## src/velocity_slew_limiter_assert.svh

```systemverilog
// Assertion macros shared by the velocity slew limiter RTL.
// No dependencies; include from inside a module body.
`ifndef VELOCITY_SLEW_LIMITER_ASSERT_SVH
`define VELOCITY_SLEW_LIMITER_ASSERT_SVH

// Same-cycle implication, checked outside reset.
`define VSL_ASSERT_NOW(label, clk, rst, ante, cons) \
   label: assert property (@(posedge clk) disable iff (rst) (ante) |-> (cons)) \
      else $error("velocity_slew_limiter: same-cycle check failed");

// Next-cycle implication, checked outside reset.
`define VSL_ASSERT_NEXT(label, clk, rst, ante, cons) \
   label: assert property (@(posedge clk) disable iff (rst) (ante) |=> (cons)) \
      else $error("velocity_slew_limiter: next-cycle check failed");

`endif

```

## src/vsl_pkg.sv

```systemverilog
// Types and constants for the velocity slew limiter.
// No dependencies; imported by every module of the block.
`timescale 1ns / 1ps

package vsl_pkg;

   localparam int VEL_W       = 16;   // Q8.8 velocity
   localparam int LIMIT_W     = 15;   // speed and acceleration limits
   localparam int DT_W        = 16;   // Q0.16 seconds
   localparam int CSR_INDEX_W = 8;

   localparam logic [LIMIT_W-1:0] SPEED_RESET = '1;
   localparam logic [LIMIT_W-1:0] ACCEL_RESET = '0;

   typedef enum logic [CSR_INDEX_W-1:0] {
      REG_MAX_LINEAR_SPEED  = 8'd0,
      REG_MAX_ANGULAR_SPEED = 8'd1,
      REG_MAX_LINEAR_ACCEL  = 8'd2,
      REG_MAX_ANGULAR_ACCEL = 8'd3
   } csr_reg_type;

   typedef struct packed {
      logic [LIMIT_W-1:0] max_speed;
      logic [LIMIT_W-1:0] max_accel;
   } axis_cfg_type;

endpackage

```

## src/vsl_axis.sv

```systemverilog
// One axis of the slew limiter: zero non-finite input, clamp, slew-limit.
// Depends on vsl_pkg.
`timescale 1ns / 1ps

module vsl_axis import vsl_pkg::*; (
   input  axis_cfg_type              cfg,
   input  logic signed [VEL_W-1:0]   request,
   input  logic                      not_finite,
   input  logic        [DT_W-1:0]    step_time,
   input  logic signed [VEL_W-1:0]   prev,
   input  logic                      have_prev,
   output logic signed [VEL_W-1:0]   command
);

   localparam int PROD_W = LIMIT_W + DT_W;

   logic signed [VEL_W-1:0]  raw;
   logic signed [VEL_W-1:0]  lim;
   logic signed [VEL_W-1:0]  want;
   logic        [PROD_W-1:0] product;
   logic signed [VEL_W:0]    step;
   logic signed [VEL_W:0]    diff;
   logic signed [VEL_W:0]    diff_lim;
   logic signed [VEL_W:0]    sum;
   logic                     slew_on;

   always_comb begin
      raw = not_finite ? '0 : request;
      lim = signed'({1'b0, cfg.max_speed});
      if (raw > lim) begin
         want = lim;
      end else if (raw < -lim) begin
         want = -lim;
      end else begin
         want = raw;
      end

      // Q8.8 accel times Q0.16 dt, truncated back to Q8.8
      product  = PROD_W'(cfg.max_accel) * PROD_W'(step_time);
      step     = signed'({2'b00, product[PROD_W-1:DT_W]});
      diff     = {want[VEL_W-1], want} - {prev[VEL_W-1], prev};
      if (diff > step) begin
         diff_lim = step;
      end else if (diff < -step) begin
         diff_lim = -step;
      end else begin
         diff_lim = diff;
      end
      sum     = {prev[VEL_W-1], prev} + diff_lim;
      slew_on = have_prev && (cfg.max_accel != '0) && (step_time != '0);
      command = slew_on ? sum[VEL_W-1:0] : want;
   end

endmodule

```

## src/velocity_slew_limiter.sv

```systemverilog
// Velocity slew limiter top level: handshakes, registers, two axis units.
// Depends on vsl_pkg, vsl_axis and velocity_slew_limiter_assert.svh.
`timescale 1ns / 1ps

// Takes one command beat per clock cycle, back to back, while req_stall
// is low. An accepted beat lands in an input register; once the output
// register is free, the limited result is written to it and rsp_valid
// rises. Between the input and output registers lies one combinational
// pass per axis: a zero/clamp stage, a 15x16 multiply for the step bound,
// one subtract-and-compare and one add. req_stall rises only when both the
// input and output registers are full and rsp_stall is held. Restart on a
// beat forgets the previous output before that beat is handled. The CSR
// port never stalls (csr_ready is always high); indexes above three are
// dropped, and limits must only be written while the block is idle.
module velocity_slew_limiter import vsl_pkg::*; (
   input  logic                     clock,
   input  logic                     reset,
   // command beats in
   input  logic                     req_valid,
   output logic                     req_stall,
   input  logic signed [VEL_W-1:0]  req_linear_request,
   input  logic signed [VEL_W-1:0]  req_angular_request,
   input  logic                     req_linear_not_finite,
   input  logic                     req_angular_not_finite,
   input  logic        [DT_W-1:0]   req_step_time,
   input  logic                     req_restart,
   // limited commands out
   output logic                     rsp_valid,
   input  logic                     rsp_stall,
   output logic signed [VEL_W-1:0]  rsp_linear_command,
   output logic signed [VEL_W-1:0]  rsp_angular_command,
   // register writes
   input  logic                     csr_valid,
   output logic                     csr_ready,
   input  logic [CSR_INDEX_W-1:0]   csr_index,
   input  logic [LIMIT_W-1:0]       csr_wdata
);

`include "velocity_slew_limiter_assert.svh"

   // limit registers
   logic [LIMIT_W-1:0] max_linear_speed_ff,  max_linear_speed_in;
   logic [LIMIT_W-1:0] max_angular_speed_ff, max_angular_speed_in;
   logic [LIMIT_W-1:0] max_linear_accel_ff,  max_linear_accel_in;
   logic [LIMIT_W-1:0] max_angular_accel_ff, max_angular_accel_in;

   // input register
   logic                    in_valid_ff, in_valid_in;
   logic signed [VEL_W-1:0] in_linear_ff, in_angular_ff;
   logic                    in_lin_nf_ff, in_ang_nf_ff;
   logic        [DT_W-1:0]  in_dt_ff;
   logic                    in_restart_ff;

   // output register and previous-output state
   logic                    rsp_valid_ff, rsp_valid_in;
   logic signed [VEL_W-1:0] rsp_linear_ff, rsp_angular_ff;
   logic signed [VEL_W-1:0] last_linear_ff, last_angular_ff;
   logic                    have_last_ff;

   logic                    req_take;
   logic                    out_free;
   logic                    advance;
   logic                    have_prev;
   logic signed [VEL_W-1:0] linear_cmd, angular_cmd;
   axis_cfg_type            linear_cfg, angular_cfg;
   logic                    history_match;
   logic                    history_zero;

   // ---------------------------------------------------------------
   // Handshake: the output register frees when empty or being taken;
   // the input register then advances, and may refill in the same cycle.
   // ---------------------------------------------------------------
   assign out_free  = !rsp_valid_ff || !rsp_stall;
   assign advance   = in_valid_ff && out_free;
   assign req_stall = in_valid_ff && !out_free;
   assign req_take  = req_valid && !req_stall;
   assign csr_ready = 1'b1;

   always_comb begin
      in_valid_in = in_valid_ff;
      if (req_take) begin
         in_valid_in = 1'b1;
      end else if (advance) begin
         in_valid_in = 1'b0;
      end
      rsp_valid_in = rsp_valid_ff;
      if (advance) begin
         rsp_valid_in = 1'b1;
      end else if (!rsp_stall) begin
         rsp_valid_in = 1'b0;
      end
   end

   // ---------------------------------------------------------------
   // Register writes: decode the index, drop anything beyond the list.
   // ---------------------------------------------------------------
   always_comb begin
      max_linear_speed_in  = max_linear_speed_ff;
      max_angular_speed_in = max_angular_speed_ff;
      max_linear_accel_in  = max_linear_accel_ff;
      max_angular_accel_in = max_angular_accel_ff;
      if (csr_valid && csr_ready) begin
         unique case (csr_index)
            REG_MAX_LINEAR_SPEED:  max_linear_speed_in  = csr_wdata;
            REG_MAX_ANGULAR_SPEED: max_angular_speed_in = csr_wdata;
            REG_MAX_LINEAR_ACCEL:  max_linear_accel_in  = csr_wdata;
            REG_MAX_ANGULAR_ACCEL: max_angular_accel_in = csr_wdata;
            default: ;
         endcase
      end
   end

   always_ff @(posedge clock) begin
      if (reset) begin
         max_linear_speed_ff  <= SPEED_RESET;
         max_angular_speed_ff <= SPEED_RESET;
         max_linear_accel_ff  <= ACCEL_RESET;
         max_angular_accel_ff <= ACCEL_RESET;
      end else begin
         max_linear_speed_ff  <= max_linear_speed_in;
         max_angular_speed_ff <= max_angular_speed_in;
         max_linear_accel_ff  <= max_linear_accel_in;
         max_angular_accel_ff <= max_angular_accel_in;
      end
   end

   // ---------------------------------------------------------------
   // Input register: hold the beat until it moves on.
   // ---------------------------------------------------------------
   always_ff @(posedge clock) begin
      if (reset) begin
         in_valid_ff <= 1'b0;
      end else begin
         in_valid_ff <= in_valid_in;
      end
   end

   always_ff @(posedge clock) begin
      if (req_take) begin
         in_linear_ff  <= req_linear_request;
         in_angular_ff <= req_angular_request;
         in_lin_nf_ff  <= req_linear_not_finite;
         in_ang_nf_ff  <= req_angular_not_finite;
         in_dt_ff      <= req_step_time;
         in_restart_ff <= req_restart;
      end
   end

   // ---------------------------------------------------------------
   // Axis units. Restart on the beat makes it behave as the first one.
   // ---------------------------------------------------------------
   assign have_prev   = have_last_ff && !in_restart_ff;
   assign linear_cfg  = '{max_speed: max_linear_speed_ff,  max_accel: max_linear_accel_ff};
   assign angular_cfg = '{max_speed: max_angular_speed_ff, max_accel: max_angular_accel_ff};

   vsl_axis u_linear (
      .cfg        (linear_cfg),
      .request    (in_linear_ff),
      .not_finite (in_lin_nf_ff),
      .step_time  (in_dt_ff),
      .prev       (last_linear_ff),
      .have_prev  (have_prev),
      .command    (linear_cmd)
   );

   vsl_axis u_angular (
      .cfg        (angular_cfg),
      .request    (in_angular_ff),
      .not_finite (in_ang_nf_ff),
      .step_time  (in_dt_ff),
      .prev       (last_angular_ff),
      .have_prev  (have_prev),
      .command    (angular_cmd)
   );

   // ---------------------------------------------------------------
   // Output register and previous-output state advance together.
   // ---------------------------------------------------------------
   always_ff @(posedge clock) begin
      if (reset) begin
         rsp_valid_ff    <= 1'b0;
         have_last_ff    <= 1'b0;
         last_linear_ff  <= '0;
         last_angular_ff <= '0;
      end else begin
         rsp_valid_ff <= rsp_valid_in;
         if (advance) begin
            have_last_ff    <= 1'b1;
            last_linear_ff  <= linear_cmd;
            last_angular_ff <= angular_cmd;
         end
      end
   end

   always_ff @(posedge clock) begin
      if (advance) begin
         rsp_linear_ff  <= linear_cmd;
         rsp_angular_ff <= angular_cmd;
      end
   end

   assign rsp_valid           = rsp_valid_ff;
   assign rsp_linear_command  = rsp_linear_ff;
   assign rsp_angular_command = rsp_angular_ff;

   // ---------------------------------------------------------------
   // Checks
   // ---------------------------------------------------------------
   assign history_match = (rsp_linear_ff == last_linear_ff) &&
                          (rsp_angular_ff == last_angular_ff);
   assign history_zero  = (last_linear_ff == '0) && (last_angular_ff == '0);

   `VSL_ASSERT_NEXT(a_advance_fills_output, clock, reset, advance, rsp_valid_ff)
   `VSL_ASSERT_NOW(a_result_implies_history, clock, reset, rsp_valid_ff, have_last_ff)
   `VSL_ASSERT_NOW(a_result_matches_history, clock, reset, rsp_valid_ff, history_match)
   `VSL_ASSERT_NOW(a_no_history_is_zero, clock, reset, !have_last_ff, history_zero)

endmodule
```

## config.mk

```make
export PLATFORM = sky130hd
export DESIGN_NAME = velocity_slew_limiter
export DESIGN_NICKNAME = d
export VERILOG_FILES = /design/src/vsl_pkg.sv /design/src/vsl_axis.sv /design/src/velocity_slew_limiter.sv
export VERILOG_INCLUDE_DIRS = /design/src /design/src/src
export SDC_FILE = /design/constraint.sdc
export NUM_CORES = 2
export LEC_CHECK = 0
export ABC_AREA = 1
export BUFFER_PORTS_ARGS = -buffer_cell sky130_fd_sc_hd__buf_2
export CAP_MARGIN = 20
export CORE_MARGIN = 2
export CORE_UTILIZATION = 57
export DETAILED_ROUTE_END_ITERATION = 10
export HOLD_SLACK_MARGIN = 0.02
export PLACE_DENSITY_LB_ADDON = 0.05
export SYNTH_ARGS = -nofsm -noshare
export SYNTH_HDL_FRONTEND = slang
export SYNTH_SLANG_ARGS = --single-unit
```

## constraint.sdc

```tcl
create_clock -name clock -period 13.71 [get_ports clock]
set_input_delay 1.371 -clock clock [delete_from_list [all_inputs] [get_ports clock]]
set_output_delay 1.371 -clock clock [all_outputs]
set_load 0.1 [all_outputs]
```

Word level (Yosys, flattened, before mapping)
Cells that the tools add are included.
{"block": "totals", "output_inout_bits": 35, "inputBits": 79, "regBits": 178}
{"block": "classes", "n_reduce_logical": 23, "mux": 16, "magnitude_cmp": 8, "n_eq_ne": 4, "mul": 2, "add_sub_neg": 8}
{"operator": "$mux W16", "count": 12}
{"operator": "$mul A15 B16 Y31", "count": 2}
{"operator": "$gt A17 B16 Y1", "count": 2}
{"operator": "$lt A17 B17 Y1", "count": 2}
{"operator": "$neg A15 Y17", "count": 2}
{"operator": "$sub A16 B16 Y17", "count": 2}
{"operator": "$add A16 B16 Y16", "count": 2}
{"operator": "$gt A16 B16 Y1", "count": 2}
{"operator": "$lt A16 B16 Y1", "count": 2}
{"operator": "$neg A15 Y16", "count": 2}
{"operator": "$reduce_bool A15 Y1", "count": 2}
{"operator": "$eq A8 B2 Y1 const B", "count": 2}
{"operator": "$reduce_bool A16 Y1", "count": 1}
{"operator": "$eq A8 B1 Y1 const B", "count": 1}
{"operator": "$logic_and A1 B1 Y1", "count": 8}
{"operator": "$logic_not A8 Y1", "count": 1}
{"operator": "$reduce_and A2 Y1", "count": 4}
{"operator": "$logic_not A1 Y1", "count": 5}
{"operator": "$mux W1", "count": 4}
{"operator": "$ne A2 B1 Y1 const B", "count": 1}
{"operator": "$reduce_bool A2 Y1", "count": 1}
{"operator": "$logic_or A1 B1 Y1", "count": 1}

Longest topological paths before layout
{"block": "logic_depth", "depth_word": 10, "mapped_depth": 70, "depth_no_buf": 68}

Cells and area by module
Synthesis repeated with hierarchy kept, for this count alone.
{"block": "unflattened", "hier_cells": 4764, "hier_area_um2": 33074.2}
{"module": "vsl_axis at u_angular", "seq_area_each_um2": 0.0, "area_each_um2": 13457.9, "cells_per_inst": 2108, "n_inst": 1}
{"module": "vsl_axis at u_linear", "seq_area_each_um2": 0.0, "area_each_um2": 13455.4, "cells_per_inst": 2091, "n_inst": 1}
{"module": "velocity_slew_limiter", "seq_area_each_um2": 4394.2, "area_each_um2": 6160.9, "cells_per_inst": 565, "n_inst": 1}

Least setup slack after synthesis
No wires, ideal clock.
{"block": "synth_path", "path_type": "register -> register", "startpoint": "register max_linear_accel_ff[2]", "endpoint": "register last_linear_ff[14]", "t_required_ns": 13.598, "stages_incl_launch_ff": 63, "t_arrival_ns": 9.731, "path_slack_ns": 3.868, "n_path_buf": 2, "cell_sequence": "dfxtp_1 clkbuf_1 clkbuf_1 nand2_1 inv_1 fa_1 inv_1 fa_1 inv_1 fa_1 inv_1 fa_1 inv_1 fa_1 inv_1 fa_1 inv_1 ha_1 [27 not listed] o221ai_1 fa_1 nand3_1 nand2_1 a31oi_1 o21ai_0 nand2_1 nand2_1 a21oi_1 o21ai_0 nand2_1 nand2_1 a21oi_1 nand2_1 nand3_1 nand3_1 nand2_1 inv_1"}
{"block": "synth_between", "elab_chain_cells": 7, "word_cells_on_any_way": 11, "cone_classes": "2 x add/sub; 1 x mul; 2 x order compare; 3 x mux; 3 x reduce/logical"}
{"element": "start, declared", "line": "velocity_slew_limiter.sv:44", "text": "logic [LIMIT_W-1:0] max_linear_accel_ff, max_linear_accel_in;"}
{"element": "start signal, assigned", "line": "velocity_slew_limiter.sv:122", "text": "max_linear_accel_ff <= max_linear_accel_in;"}
{"element": "$mul A15 B16 Y31", "line": "vsl_axis.sv:39", "text": "product = PROD_W'(cfg.max_accel) * PROD_W'(step_time);"}
{"element": "$neg A15 Y17", "line": "vsl_axis.sv:44", "text": "end else if (diff < -step) begin"}
{"element": "$lt A17 B17 Y1", "line": "vsl_axis.sv:44"}
{"element": "$mux W16", "line": "vsl_axis.sv:44"}
{"element": "$mux W16", "line": "vsl_axis.sv:42", "text": "if (diff > step) begin"}
{"element": "$add A16 B16 Y16", "line": "vsl_axis.sv:49", "text": "sum = {prev[VEL_W-1], prev} + diff_lim;"}
{"element": "$mux W16 *", "line": "vsl_axis.sv:51", "text": "command = slew_on ? sum[VEL_W-1:0] : want;"}
{"element": "end signal, assigned", "line": "velocity_slew_limiter.sv:189", "text": "last_linear_ff <= linear_cmd;"}
{"element": "end, declared", "line": "velocity_slew_limiter.sv:57", "text": "logic signed [VEL_W-1:0] last_linear_ff, last_angular_ff;"}
Mark *: on every way between the ends. The rest lies on a longest branch, timed or not.
A chain may end at the register's enable or synchronous reset.

Worst setup path in the final report
{"block": "layout_path", "startpoint": "register in_dt_ff[9]", "endpoint": "register rsp_linear_ff[14], in the netlist rsp_linear_command[14] (data pin)"}
{"block": "layout_between", "elab_chain_cells": 7, "word_cells_on_any_way": 10, "cone_classes": "2 x add/sub; 1 x mul; 2 x order compare; 3 x mux; 2 x reduce/logical"}
{"element": "start, declared", "line": "velocity_slew_limiter.sv:51", "text": "logic [DT_W-1:0] in_dt_ff;"}
{"element": "start signal, assigned", "line": "velocity_slew_limiter.sv:144", "text": "in_dt_ff <= req_step_time;"}
{"element": "$mul A15 B16 Y31", "line": "vsl_axis.sv:39"}
{"element": "$neg A15 Y17", "line": "vsl_axis.sv:44"}
{"element": "$lt A17 B17 Y1", "line": "vsl_axis.sv:44"}
{"element": "$mux W16", "line": "vsl_axis.sv:44"}
{"element": "$mux W16", "line": "vsl_axis.sv:42"}
{"element": "$add A16 B16 Y16", "line": "vsl_axis.sv:49"}
{"element": "$mux W16 *", "line": "vsl_axis.sv:51"}
{"element": "via linear_cmd[14]", "line": "velocity_slew_limiter.sv:64", "text": "logic signed [VEL_W-1:0] linear_cmd, angular_cmd;"}
{"element": "end signal, assigned", "line": "velocity_slew_limiter.sv:197", "text": "rsp_linear_ff <= linear_cmd;"}
{"element": "end, declared", "line": "velocity_slew_limiter.sv:56", "text": "logic signed [VEL_W-1:0] rsp_linear_ff, rsp_angular_ff;"}
The timed path passes the listed nets; every way through them passes the cells marked *.

==> metrics.md <==
| Metric | Value |
|---|---|
| Vias per std cell | `around 5.2` |
| DR pass1 iterations | `6` |
| Max Fclk | `a little under 90 MHz` |
| CP max-delay cell | `edfxtp_1` |
| Max VDD drop | `roughly 0.10 mV` |
| Worst hold path class | `reg -> reg` |
| Setup crit end kind | `flop` |
| DRT antenna net count | `0` |
| Total congestion overflow | `0` |
| Power per cell area | `around 69 nW/um2` |
| Top cells by area, synth | `fa_1 23%, ha_1 15%, nand2_1 13%, inv_1 13%, edfxtp_1 7.8%` |
| Largest net degree at the start of global routing | `60` |
| Synth area leader | `fa_1` |
| Crit-path max cell delay | `between 0.6 and 0.7 ns` |
| CTS buffer count | `17` |
| Worst path arrival time | `between 10 and 15 ns` |
| DR vias | `27.3k` |
| Syn Std Cell Area | `between 30000 and 40000 um2` |
| Post-CTS Hold Buffers | `0` |
| Layout net count | `about 5.3k` |
| Worst Clk Skew | `between 0.015 and 0.02 ns` |
| First-pass GRT wire length | `about 130 mm` |
| Adder and majority cell fraction of the synthesized area | `a little under two fifths` |
| R2R Setup Slk | `approximately 2.4 ns` |
| RSZ-0062 raised after global routing | `false` |
| Routability cong. | `roughly 0.91` |
| #FFs+latches synth | `178` |
| Share of layout cells above drive strength 1 | `5.68%` |
| Leak Pwr | `~0.020 uW` |
| XOR/XNOR share of the synthesized area | `under 10%` |
| Slew HR | `a little over a third` |
| Average wire per standard cell | `around 16 um` |
| Most common cell in the netlist | `nand2_1` |
| Combinational family with the most area after synthesis | `adder cells` |
| Io pins | `~110` |
| Detailed placement HPWL | `between 60 and 70 mm` |
| DIE AREA | `57700 um2` |
| Largest fanout on the critical path | `19` |
| WS Path Type | `reg -> reg` |
| Starting Density | `57.7%` |
| Outcome | `finished, final reports clean` |
| Maxcap violations | `0` |
| Mapped Cells | `~4.4k` |
| Clock latency on the worst-skew pair | `between 0.4 and 0.5 ns` |
| TritonCTS clock tree | `done` |
| Crit path launch type | `flop` |
| Sinks on Clock Net | `between 150 and 200` |
| Root Buffer | `clkbuf_16` |
| Row count | `between 80 and 90` |
| CTS clk-pin slew, worst paths | `0.09 ns` |
| Resize count post-CTS | `0` |
| Most used cell, CP | `nand2_1` |
| # setup viols final | `0` |
| Initial antenna violation count | `4` |
| Area Growth Syn to Fin | `5.31%` |
| Syn Nets | `~5.3k` |
| Synth async-reset ratio | `0%` |
| EDFF count, synth | `83` |
| CTS max path bufs | `2` |
| Synth Area in Simple Gates | `between 20% and 30%` |
| Register area share after synthesis | `around 14%` |
| Worst Tran Pin Value | `just under 1 ns` |
| Main flop type after synthesis | `dfxtp_1` |
| Die Width | `240 um` |
| Post-Route WL | `82.1 mm` |
| Yosys synthesis warning count | `0` |
| Post-synthesis mux area share | `0%` |
| Setup TNS Final | `0 ns` |
| Tmin final | `about 11 ns` |
| Tcrit/Tclk final | `around 83%` |
| Antenna diodes | `0` |
| Compound-Gate Fraction of Synth Area | `approximately a tenth` |
| Total track usage | `29.6%` |
| Final setup margin | `approximately 2.4 ns` |
| Pre-CTS WS | `around 2.4 ns` |
| Post-route DRC | `0` |
| Critical path data required time | `between 10 and 15 ns` |
| Core Region | `roughly 55000 um2` |
| Yosys top cell area share | `~23%` |
| Die height | `around 240 um` |
| H-tree depth | `4` |
| Synth cell types | `61` |
| Vias in the first global route | `around 26k` |
| Final hold vios | `0` |
| Setup bufs post-CTS | `0` |
| DR iter-0 viols | `1989` |
| Port Buffer Count | `around 110` |
| Syn Area/Cell | `between 7 and 8 um2` |
| Max Slew Vio Count | `0` |
| Synth top cells by count | `1115 x nand2_1, 1110 x inv_1, 378 x ha_1` |
==> kinds of logic after synthesis <==
family,Yosys count
flops,178
other cells,1
buf+inv,1275
xor+xnor,89
fa+ha+maj,740
compound gates,542
simple gates,1616
==> registers in the layout, indices dropped and copies added, names as in the netlist <==
| register | flops |
|---|---|
| last_linear_ff | 16 |
| in_lin_nf_ff | 1 |
| in_angular_ff | 16 |
| max_linear_accel_ff | 15 |
| have_last_ff | 1 |
| rsp_angular_command | 16 |
| in_dt_ff | 16 |
| last_angular_ff | 16 |
| max_linear_speed_ff | 15 |
| in_restart_ff | 1 |
| in_ang_nf_ff | 1 |
| max_angular_speed_ff | 15 |
| max_angular_accel_ff | 15 |
| in_linear_ff | 16 |
| in_valid_ff | 1 |
| rsp_linear_command | 16 |
| rsp_valid | 1 |
==> worst paths after layout <==
check                             from                          endpoint  cells past startpoint
max              in_dt_ff[9]$_DFFE_PP_  rsp_linear_command[14]$_DFFE_PP_                     58
min          have_last_ff$_SDFFE_PP0P_         have_last_ff$_SDFFE_PP0P_                      2
max reg2reg      in_dt_ff[9]$_DFFE_PP_  rsp_linear_command[14]$_DFFE_PP_                     58
min reg2reg  have_last_ff$_SDFFE_PP0P_         have_last_ff$_SDFFE_PP0P_                      2
==> cells in the final DEF (no fill, tap or decap), drive strengths merged, types with 2 or more instances in the layout <==
master	count
o221ai	11
xnor2	21
o31ai	5
a221oi	5
fa	362
nand3	121
clkbuf	18
inv	1127
o21ai	185
o21a	4
o22ai	16
or2	9
xor2	68
o21bai	17
nand4	33
and3	2
nand3b	10
nor2	245
ha	378
a31oi	9
nor3b	2
dfxtp	95
clkinv	6
nor3	44
nand2	1132
buf	141
a21o	11
a211oi	5
edfxtp	83
and2	2
o211ai	58
a21oi	213
nor4	14
==> critical path, delay by kind of cell (launching register included) <==
kind / cells / cell delay [ns]
fa+ha+maj: 11 / 4.46
simple gates: 22 / 2.48
compound gates: 14 / 2.19
buf+inv: 10 / 0.96
flops: 1 / 0.63
xor+xnor: 1 / 0.36
==> area by class of cell <==
type | count | area [um2]
multi-input cells | 2988 | 22600
inverters | 1119 | 4200
clock inverters | 14 | 155
clock buffers | 18 | 429
fillers | 5370 | 21600
flip-flops and latches | 178 | 4390
repair buffers | 141 | 778
well taps | 748 | 936
==> power by group <==
group | total [uW] | internal [uW] | switching (uW)
combinational | 1190 | 389 | 800
sequential | 599 | 584 | 15.4
clock | 510 | 246 | 264
==> routing by layer <==
layer,GRT usage [%],vias to the layer above,wire (um)
met5,0,-,47
met4,5.68,8,1120
met3,4.32,81,5830
met2,47.3,760,36400
met1,42.8,12900,38600
li1,-,13600,-
==> stage by stage <==
step | utilization, % | power (uW) | area (um2) | cells | hold slack, ns
floorplan | - | 1480 | 31800 | 4441 | 0.436
global placement | 59.7 | 1760 | 32900 | 5174 | 0.443
detailed placement | 59.7 | 1770 | 32900 | 5174 | 0.447
CTS | 60.8 | 2280 | 33500 | 5206 | 0.458
global route | 60.8 | 2480 | 33500 | 5206 | 0.512
finish | 60.8 | 2300 | 33500 | 5206 | 0.461
Note: power is estimated with default switching activity, not from simulation.
